===== src/hdl/rcia_pkg.sv =====
// Shared constants, result type and bit search helper of the channel identifier allocator.
package rcia_pkg;

  localparam int unsigned FIRST_ID_DEF = 64;
  localparam int unsigned ID_COUNT_DEF = 1024;

  localparam int unsigned WORD_W = 32;
  localparam int unsigned BIT_W  = 5;

  localparam logic [1:0] CMD_ALLOC   = 2'd0;
  localparam logic [1:0] CMD_RELEASE = 2'd1;
  localparam logic [1:0] CMD_LOOKUP  = 2'd2;
  localparam logic [1:0] CMD_UNUSED  = 2'd3;

  localparam logic [1:0] ST_OK      = 2'd0;
  localparam logic [1:0] ST_FULL    = 2'd1;
  localparam logic [1:0] ST_UNBOUND = 2'd2;
  localparam logic [1:0] ST_RANGE   = 2'd3;

  typedef struct packed {
    logic [1:0]  status;
    logic [15:0] granted_id;
    logic [7:0]  owner_out;
  } result_t;

  function automatic logic [BIT_W-1:0] lowest_index(input logic [WORD_W-1:0] v);
    logic [WORD_W-1:0] iso;
    logic [BIT_W-1:0]  idx;
    iso = v & (~v + WORD_W'(1));
    idx = '0;
    for (int k = 0; k < WORD_W; k++) begin
      if (iso[k]) begin
        idx = idx | BIT_W'(k);
      end
    end
    return idx;
  endfunction

endpackage


===== src/hdl/rcia_ctrl.sv =====
// Command sequencer: clearing pass, bitmap word scan, release read-modify-write and lookup read.
module rcia_ctrl #(
  parameter int unsigned FIRST_ID = rcia_pkg::FIRST_ID_DEF,
  parameter int unsigned ID_COUNT = rcia_pkg::ID_COUNT_DEF,
  parameter int unsigned WORDS    = (ID_COUNT + rcia_pkg::WORD_W - 1) / rcia_pkg::WORD_W,
  parameter int unsigned WA_W     = (WORDS > 1) ? $clog2(WORDS) : 1,
  parameter int unsigned OFF_W    = $clog2(ID_COUNT)
) (
  input  logic                          clk,
  input  logic                          rst,
  input  logic                          in_valid,
  output logic                          in_ready,
  input  logic [1:0]                    cmd,
  input  logic [15:0]                   channel_id,
  input  logic [7:0]                    owner_tag,
  output logic                          res_valid,
  input  logic                          res_ready,
  output rcia_pkg::result_t             res,
  output logic                          bm_wr_en,
  output logic [WA_W-1:0]               bm_wr_addr,
  output logic [rcia_pkg::WORD_W-1:0]   bm_wr_data,
  output logic                          bm_rd_en,
  output logic [WA_W-1:0]               bm_rd_addr,
  input  logic [rcia_pkg::WORD_W-1:0]   bm_rd_data,
  output logic                          ow_wr_en,
  output logic [OFF_W-1:0]              ow_wr_addr,
  output logic [7:0]                    ow_wr_data,
  output logic                          ow_rd_en,
  output logic [OFF_W-1:0]              ow_rd_addr,
  input  logic [7:0]                    ow_rd_data
);

  import rcia_pkg::*;

  localparam int unsigned OFFX_W = WA_W + BIT_W;
  localparam int unsigned CNT_W  = $clog2(WORDS + 1);
  localparam logic [WA_W-1:0]  LAST_WORD  = WA_W'(WORDS - 1);
  localparam logic [OFF_W-1:0] LAST_OFF   = OFF_W'(ID_COUNT - 1);
  localparam logic [CNT_W-1:0] LAST_VISIT = CNT_W'(WORDS);

  typedef enum logic [2:0] {
    S_CLEAR, S_IDLE, S_LRD, S_LCHK, S_ARD, S_ASCAN, S_RES
  } state_t;

  state_t           state;
  logic [WA_W-1:0]  clr_addr;
  logic [1:0]       cmd_q;
  logic [15:0]      id_q;
  logic [7:0]       tag_q;
  logic [OFF_W-1:0] off_q;
  logic [OFF_W-1:0] next_offset;
  logic [WA_W-1:0]  chk_word;
  logic [CNT_W-1:0] visit;

  logic [17:0]        diff;
  logic               in_win;
  logic [OFFX_W-1:0]  start_x;
  logic [BIT_W-1:0]   start_bit;
  logic [WA_W-1:0]    start_word;
  logic [OFFX_W-1:0]  lk_x;
  logic [BIT_W-1:0]   lk_bit;
  logic [WA_W-1:0]    lk_word;
  logic               lk_used;
  logic [WORD_W-1:0]  win_mask;
  logic [WORD_W-1:0]  hi_mask;
  logic [WORD_W-1:0]  scan_mask;
  logic [WORD_W-1:0]  free;
  logic [WORD_W-1:0]  free_low;
  logic               found;
  logic [BIT_W-1:0]   fbit;
  logic [OFFX_W-1:0]  found_x;
  logic [OFF_W-1:0]   found_off;
  logic [WA_W-1:0]    next_word;
  logic               first_visit;
  logic               last_visit;

  assign diff   = 18'(channel_id) - 18'(FIRST_ID);
  assign in_win = !diff[17] && (diff[16:0] < 17'(ID_COUNT));

  assign start_x    = OFFX_W'(next_offset);
  assign start_bit  = start_x[BIT_W-1:0];
  assign start_word = start_x[OFFX_W-1:BIT_W];

  assign lk_x    = OFFX_W'(off_q);
  assign lk_bit  = lk_x[BIT_W-1:0];
  assign lk_word = lk_x[OFFX_W-1:BIT_W];
  assign lk_used = bm_rd_data[lk_bit];

  assign first_visit = (visit == '0);
  assign last_visit  = (visit == LAST_VISIT);

  always_comb begin
    for (int b = 0; b < WORD_W; b++) begin
      win_mask[b] = ((OFFX_W + 1)'({chk_word, BIT_W'(b)}) < (OFFX_W + 1)'(ID_COUNT));
      hi_mask[b]  = (BIT_W'(b) >= start_bit);
    end
  end

  assign scan_mask = win_mask & (first_visit ? hi_mask : '1) & (last_visit ? ~hi_mask : '1);
  assign free      = ~bm_rd_data & scan_mask;
  assign free_low  = free & (~free + WORD_W'(1));
  assign found     = |free;
  assign fbit      = lowest_index(free);
  assign found_x   = {chk_word, fbit};
  assign found_off = found_x[OFF_W-1:0];
  assign next_word = (chk_word == LAST_WORD) ? '0 : chk_word + 1'b1;

  assign in_ready  = (state == S_IDLE);
  assign res_valid = (state == S_RES);

  always_comb begin
    bm_wr_en   = 1'b0;
    bm_wr_addr = chk_word;
    bm_wr_data = bm_rd_data | free_low;
    bm_rd_en   = 1'b0;
    bm_rd_addr = next_word;
    ow_wr_en   = 1'b0;
    ow_wr_addr = found_off;
    ow_wr_data = tag_q;
    ow_rd_en   = 1'b0;
    ow_rd_addr = off_q;
    case (state)
      S_CLEAR: begin
        bm_wr_en   = 1'b1;
        bm_wr_addr = clr_addr;
        bm_wr_data = '0;
      end
      S_LRD: begin
        bm_rd_en   = 1'b1;
        bm_rd_addr = lk_word;
        ow_rd_en   = 1'b1;
      end
      S_LCHK: begin
        bm_wr_en   = (cmd_q == CMD_RELEASE) && lk_used;
        bm_wr_addr = lk_word;
        bm_wr_data = bm_rd_data & ~(WORD_W'(1) << lk_bit);
      end
      S_ARD: begin
        bm_rd_en   = 1'b1;
        bm_rd_addr = start_word;
      end
      S_ASCAN: begin
        bm_rd_en = 1'b1;
        bm_wr_en = found;
        ow_wr_en = found;
      end
      default: begin
      end
    endcase
  end

  always_ff @(posedge clk) begin
    if (rst) begin
      state       <= S_CLEAR;
      clr_addr    <= '0;
      next_offset <= '0;
    end else begin
      case (state)
        S_CLEAR: begin
          if (clr_addr == LAST_WORD) begin
            state <= S_IDLE;
          end else begin
            clr_addr <= clr_addr + 1'b1;
          end
        end
        S_IDLE: begin
          if (in_valid) begin
            cmd_q <= cmd;
            id_q  <= channel_id;
            tag_q <= owner_tag;
            off_q <= diff[OFF_W-1:0];
            if (cmd == CMD_ALLOC) begin
              state <= S_ARD;
            end else if (cmd == CMD_UNUSED || !in_win) begin
              res   <= '{status: ST_RANGE, granted_id: '0, owner_out: '0};
              state <= S_RES;
            end else begin
              state <= S_LRD;
            end
          end
        end
        S_LRD: begin
          state <= S_LCHK;
        end
        S_LCHK: begin
          if (lk_used) begin
            res <= '{status: ST_OK, granted_id: id_q, owner_out: ow_rd_data};
          end else begin
            res <= '{status: ST_UNBOUND, granted_id: '0, owner_out: '0};
          end
          state <= S_RES;
        end
        S_ARD: begin
          chk_word <= start_word;
          visit    <= '0;
          state    <= S_ASCAN;
        end
        S_ASCAN: begin
          if (found) begin
            res <= '{status: ST_OK,
                     granted_id: 16'(18'(FIRST_ID) + 18'(found_off)),
                     owner_out: tag_q};
            next_offset <= (found_off == LAST_OFF) ? '0 : found_off + 1'b1;
            state       <= S_RES;
          end else if (last_visit) begin
            res   <= '{status: ST_FULL, granted_id: '0, owner_out: '0};
            state <= S_RES;
          end else begin
            chk_word <= next_word;
            visit    <= visit + 1'b1;
          end
        end
        S_RES: begin
          if (res_ready) begin
            state <= S_IDLE;
          end
        end
        default: begin
          state <= S_IDLE;
        end
      endcase
    end
  end

endmodule


===== config.mk =====
export PLATFORM = sky130hd
export DESIGN_NAME = rcia_ctrl
export DESIGN_NICKNAME = d
export VERILOG_FILES = /design/src/hdl/rcia_pkg.sv /design/src/hdl/rcia_ctrl.sv
export SDC_FILE = /design/constraint.sdc
export NUM_CORES = 1
export LEC_CHECK = 0
export ABC_AREA = 1
export BUFFER_PORTS_ARGS = -buffer_cell sky130_fd_sc_hd__buf_4
export CAP_MARGIN = 20
export CORE_MARGIN = 2
export CORE_UTILIZATION = 50
export DETAILED_ROUTE_END_ITERATION = 10
export GPL_ROUTABILITY_DRIVEN = 0
export PLACE_DENSITY = 0.9
export SYNTH_ARGS = -nofsm -noshare
export SYNTH_HDL_FRONTEND = slang
export SYNTH_SLANG_ARGS = --single-unit

===== constraint.sdc =====
create_clock -name clk -period 6.5 [get_ports clk]
set_input_delay 1.3 -clock clk [delete_from_list [all_inputs] [get_ports clk]]
set_output_delay 1.3 -clock clk [all_outputs]
set_load 0.02 [all_outputs]

Yosys cells after proc, flatten, opt, wreduce, memory -nomap -nowiden
Cells that the tools add are included.
{ "op_classes": {"shift": 1, "eq_ne": 21, "mux": 143, "n_reduce_logical": 23, "order_cmp": 34, "bitwise_logic": 10, "add_sub_neg": 7} }
{ "ops": {"columns": ["cell", "n"], "rows": [
  ["$mux W26", 23],
  ["$mux W5", 30],
  ["$and A32 B32 Y32", 4],
  ["$not A32 Y32", 4],
  ["$mux W10", 11],
  ["$mux W3", 30],
  ["$ge A5 B5 Y1 const A", 16],
  ["$mux W16", 5],
  ["$pmux W26 S3", 1],
  ["$mux W32", 2],
  ["$pmux W32 S2", 1],
  ["$mux W6", 8],
  ["$ge A4 B5 Y1 const A", 8],
  ["$mux W8", 5],
  ["$add A32 B1 Y32 const B", 1],
  ["$mux W4", 8],
  ["$or A32 B32 Y32", 1],
  ["$reduce_or A32 Y1", 1],
  ["$shl A1 B5 Y32 const A", 1],
  ["$pmux W5 S2", 3],
  ["$pmux W3 S7", 1],
  ["$ge A3 B5 Y1 const A", 4],
  ["$lt A17 B11 Y1 const B", 1],
  ["$sub A16 B7 Y17 const B", 1],
  ["other kinds (39)", 69]
]} }
{ "totals": {"input_bits": 70, "out_inout_bits": 102, "word_cells": 251, "regBits": 91} }

Longest topological paths before layout
{ "depth": {"word_depth": 46, "mapped_depth": 23, "mapped_depth_nobuf": 22} }

Least setup slack after synthesis
No wires, ideal clock.
{ "synth_timing": {"kind": "input to register", "from": "in channel_id[6]", "to": "reg res[0] (netlist bit) (enable)", "path_slack_ns": -0.534, "path_stages": 12, "arrival_time_ns": 6.483, "n_path_buf": 0, "setup_time_ns": 0.551, "required_time_ns": 5.949, "path_cell_list": "inv_1 ha_1 inv_1 or2_2 nor2_1 inv_1 nor2_1 a211oi_1 nand3_1 o21bai_1 o21ai_0 a2111oi_0"} }
{ "synth_between": {"elab_chain_len": 7, "word_cells_on_any_way": 8, "classes_between": "1 x add/sub; 1 x order compare; 1 x eq/ne; 5 x reduce/logical"} }
{ "synth_rtl": {"columns": ["element", "line_no", "text"], "rows": [
  ["from (decl)", "rcia_ctrl.sv:14", "input logic [15:0] channel_id,"],
  ["$sub A16 B7 Y17 (*)", "rcia_ctrl.sv:77", "assign diff = 18'(channel_id) - 18'(FIRST_ID);"],
  ["$lt A17 B11 Y1 / $logic_not A1 Y1 (equally long branches)", "rcia_ctrl.sv:78", "assign in_win = !diff[17] && (diff[16:0] < 17'(ID_COUNT));"],
  ["$logic_and A1 B1 Y1 (*)", "rcia_ctrl.sv:78", null],
  ["$logic_not A1 Y1 (*)", "rcia_ctrl.sv:174", "end else if (cmd == CMD_UNUSED || !in_win) begin"],
  ["$logic_or A1 B1 Y1 (*)", "rcia_ctrl.sv:174", null],
  ["$ne A3 B2 Y1 (no source line) (*)", null, null],
  ["$reduce_and A6 Y1 (no source line) (*)", null, null],
  ["to (signal assigned)", "rcia_ctrl.sv:175", "res <= '{status: ST_RANGE, granted_id: '0, owner_out: '0};"],
  ["to (signal assigned)", "rcia_ctrl.sv:187", "res <= '{status: ST_OK, granted_id: id_q, owner_out: ow_rd_data};"],
  ["to (signal assigned)", "rcia_ctrl.sv:189", "res <= '{status: ST_UNBOUND, granted_id: '0, owner_out: '0};"],
  ["to (decl)", "rcia_ctrl.sv:18", "output rcia_pkg::result_t res,"]
]} }
Every way passes the cells marked *; elsewhere a longest branch is shown, timed or not.
A chain may end at the register's enable or synchronous reset.

Worst setup path after layout
{ "layout_timing": {"from": "in bm_rd_data[0] (netlist bit)", "to": "out bm_wr_en"} }
{ "layout_between": {"elab_chain_len": 4, "word_cells_on_any_way": 7, "classes_between": "3 x mux; 2 x bitwise; 2 x reduce/logical"} }
{ "layout_rtl": {"columns": ["element", "line_no", "text"], "rows": [
  ["from (decl)", "rcia_ctrl.sv:24", "input logic [rcia_pkg::WORD_W-1:0] bm_rd_data,"],
  ["$bmux W1 S5 / $not A32 Y32 (equally long branches)", "rcia_ctrl.sv:87, rcia_ctrl.sv:100", null],
  ["$mux W1 (not written as such) / $and A32 B32 Y32 (equally long branches)", "rcia_ctrl.sv:87, rcia_ctrl.sv:100", null],
  ["$logic_and A1 B1 Y1 / $reduce_or A32 Y1 (equally long branches)", "rcia_ctrl.sv:134, rcia_ctrl.sv:102", null],
  ["$pmux W1 S3 (*)", "rcia_ctrl.sv:122", "case (state)"],
  ["to (decl)", "rcia_ctrl.sv:19", "output logic bm_wr_en,"]
]} }
Every way passes the cells marked *; elsewhere a longest branch is shown, timed or not. The select of a mux whose other input is x is not followed.

==> run summary <==
Max-cap violations in this run came to 0. The chip width is 122 µm, and the aggregate negative setup slack is 0 ns. The run gives 9 as the clock buffer count from CTS. At the worst endpoint, the arrival time is 4.01 ns. The TritonCTS sink count is 85. In this run, the number of DRC markers left after iteration 0 of detailed routing was 1,269.

0 antenna diodes ended up in the layout. CTS placed an instance of clkbuf_16 at the clock tree root. For the worst flop-to-flop path, the logic depth is 22. In this run the number of H-tree levels came out at 3.

The worst hold path terminates at next_offset[9]. Buffers placed on the I/O ports in this run total 171. The floorplan die height came out at 122 µm. The routed layout has 7,929 vias. Data on the critical path is required at its endpoint by 5.20 ns. Setup repair after global routing left no endpoint under its margin. The number of nets in the synthesized netlist is 1,043.

In this design, the stage delay of the slowest critical-path cell is 0.94 ns. For the overall track demand over capacity in global routing, the log shows 0.330. For the worst max-slew margin expressed relative to the limit, the log shows 0.225. The peak supply drop is 147 µV, and the number of endpoints with negative hold slack in the final report is 0. For the pin count of the biggest net entering global routing, the log shows 46. The number of routed nets with antenna violations is 0, and the worst-case register-to-register setup slack is 2.44 ns. The commonest cells after synthesis are 187 x nand2_1, 138 x inv_1, 97 x nor2_1. The number of slew-limit violations in the final report was 0.

Synthesis produced a netlist whose cell count is 964. In this run the mean area of a mapped cell was 7.23 µm². The critical path crosses 10 cells after its start point. The mean number of vias per cell is 6.10.

The class of the most critical hold timing path was flip-flop to flip-flop. Met1 global-route usage: 0.396. The tools report the end of the worst register-to-register path as next_offset[3]. Transition time of the tightest slew-check pin: 1.16 ns. After detailed routing, the total wire length is 25,000 µm.

The final layout contains 1,194 nets. Initial core utilization: 0.508. In the post-synthesis netlist, the cell with the most instances is nand2_1. 172 I/O pins were placed. Flip-flop cell with the highest count after synthesis: edfxtp_1.

The signal on the critical path passes through buf_4 -> inv_1 -> nand2_1 -> o2111ai_1 -> nor2_1 -> o311ai_0 -> nand2_1 -> nand4_1 -> nand3_1 -> buf_4. For the number of warnings printed during yosys synthesis, the log shows 0. For the met3 track demand over resource, the log shows 0.119. The number of gates resized after cts came out at 0. The summed instance area of the synthesized netlist was 6970 µm²; the leakage power was 3.90 nW. The flow ran to the end, and the final reports show no timing, DRC or antenna violations.

The area growth from synthesis to final layout works out to 23.9%. The first TritonRoute pass finished after 6 iterations. Counting flops and latches in the post-synthesis netlist gives 85. TritonCTS built the clock tree. STA classifies the critical path endpoint as a primary output. The core region is 13,700 µm². In the final routed layout, each cell accounts on average for 19.2 µm.

In this run the critical register-to-register path is launched from visit[0]. Along the worst path, the maximum fanout reaches 19. The number of hold buffers added after CTS was 0.

Number of DRC violations after detailed routing: 0. The worst hold path passes through 2 cells. The critical path contains buffers and inverters numbering 3 combined. After filler insertion, the fill cell instance count of the layout stands at 1,180. Number of synthesized flops with an enable pin: 67.

The first-pass GRT wire length is 37,700 µm. The largest total area in the synthesized netlist belongs to edfxtp_1. Category of cells accounting for the largest share of critical-path delay: simple AND/OR/NAND/NOR gates.

Critical path start-end classification: input pin to primary output. The tools report the number of antenna violations at the first check in global routing as 1. The met2 track demand over resource was 0.502. For this run, the top clock speed supported by timing is 188 MHz. Share of the synthesized area in the top cell type: 0.289. The placed wire-length estimate after detailed placement was 18,500 µm.

In this run the most critical hold path is launched from next_offset[9]. By area the synthesized netlist is led by edfxtp_1 29%, nand2_1 10%, inv_1 7.4%, nand3_1 6.2%, nor2_1 5.2%. The final worst-path cycle share was 0.817; the total die area was 14,900 µm². The run gives 0.629 as the utilization of the core after routing.

The residual overflow from global routing is 0, and the number of rows in the core area is 43. The clock reaches the later pin of the worst-skew pair after 0.35 ns. Post-synthesis async set-or-reset flop share: 0. After clock tree synthesis, the clock-pin slew on the worst setup and hold paths is 0.07 ns. The maximum buffer depth of the clock tree was 2. The largest individual stage delay along the critical path comes from the cell o311ai_0.

The power per cell area came out at 144 nW/µm². The tools report the category of the worst setup path launch point as an input pin. Maximum clock skew at final layout: 0.0137 ns. The fraction of layout cells with a size suffix above 1 is 0.267, and the unique cell type count in the Yosys netlist is 52. The layer with the highest usage is met2. The via count of the first global-routing pass was 7,116; the post-layout minimum cycle time was 5.31 ns.

The tools report the fraction of the yosys area taken by sequential cells as 0.341. The design draws 1.25 mW. Setup violations remaining at the end of the flow were counted as 0. The post-CTS setup repair buffer count is 0.
==> power by group <==
part	switching (mW)	leakage (nW)	internal, mW	total [mW]
registers	0.00168	0.785	0.583	0.585
clock network	0.231	0.152	0.304	0.535
logic	0.0732	2.96	0.0521	0.125
total	0.306	3.90	0.939	1.25
==> worst reg2reg max path, stage by stage, from the launching register on <==
cell	delay, ns
edfxtp_1	0.43
inv_1	0.08
ha_1	0.16
nand2_2	0.12
nor2_4	0.59
o21ai_1	0.22
nand3_1	0.18
nand2_2	0.10
nor2_4	0.18
nand2_1	0.10
inv_1	0.13
nand3_1	0.23
nand2_1	0.13
nor2_1	0.05
nand3_1	0.28
ha_1	0.33
nand2_4	0.08
nor2_4	0.20
nand3_4	0.12
nand2_4	0.10
inv_2	0.04
nand2_1	0.05
nand2_1	0.04
==> through the flow <==
step | setup WS, ns | instance area (µm²) | hold WS, ns | std cells
2_1_floorplan | 0.717 | 6970 | 0.426 | 964
3_3_place_gp | 1.76 | 8320 | 0.437 | 1283
3_5_place_dp | 1.73 | 8320 | 0.445 | 1283
4_1_cts | 1.44 | 8620 | 0.458 | 1299
5_1_grt | 1.17 | 8630 | 0.476 | 1300
6_report | 1.19 | 8630 | 0.460 | 1300
==> state kept, by name, indices dropped and copies added (netlist names) <==
signal / count
visit: 6
chk_word: 5
cmd_q: 2
ow_rd_addr: 4
ow_wr_data: 8
state: 3
next_offset: 10
id_q: 16
clr_addr: 5
res: 26
==> per-layer routing <==
metal	routed length, µm	vias to the layer above
met2	11000	673
met4	1670	0
met1	8710	3508
li1	-	3591
met5	0	-
met3	3620	157
==> how the worst max path moves through the flow <==
| stage | from | end | slack, ns |
|---|---|---|---|
| after floorplan | channel_id[6] | res[0] | 0.72 |
| after global placement | bm_rd_data[0] | bm_wr_en | 1.76 |
| after detailed placement | bm_rd_data[0] | bm_wr_en | 1.73 |
| after CTS | visit[0] | bm_wr_en | 1.44 |
| after global routing | bm_rd_data[0] | bm_wr_en | 1.17 |
| final | bm_rd_data[0] | bm_wr_en | 1.19 |
==> kinds of logic (layout without fill, tap and decap cells) <==
group | count (synthesis) | count (layout) | synth area share
buffers and inverters | 189 | 345 | 0.115
AOI/OAI and AO/OA | 181 | 181 | 0.165
DFF | 85 | 85 | 0.341
xor gates and xnor gates | 5 | 5 | 0.00629
adders and majority gates | 9 | 9 | 0.0162
and+or+nand+nor | 495 | 495 | 0.357
==> cell usage in the layout (no fill, tap or decap), types with 13 or more instances in the layout <==
master	count
nand2_1	187
buf_4	182
inv_1	138
nor2_1	96
nand3_1	86
edfxtp_1	67
o21ai_0	49
a21oi_1	44
nand4_1	22
nand3_2	20
nor2_2	18
dfxtp_1	18
nand2_2	17
o22ai_1	13
==> area by class of cell <==
class | instances | area, µm² | share of cell area
Timing Repair Buffer | 182 | 1370 | 0.158
Clock inverter | 7 | 81.3 | 0.00942
Sequential cell | 85 | 2370 | 0.275
Tap cell | 180 | 225 | 0.0261
Multi-Input combinational cell | 690 | 3810 | 0.441
Inverter | 147 | 553 | 0.0641
Clock buffer | 9 | 225 | 0.0261
(Power assumes the default switching activity.)
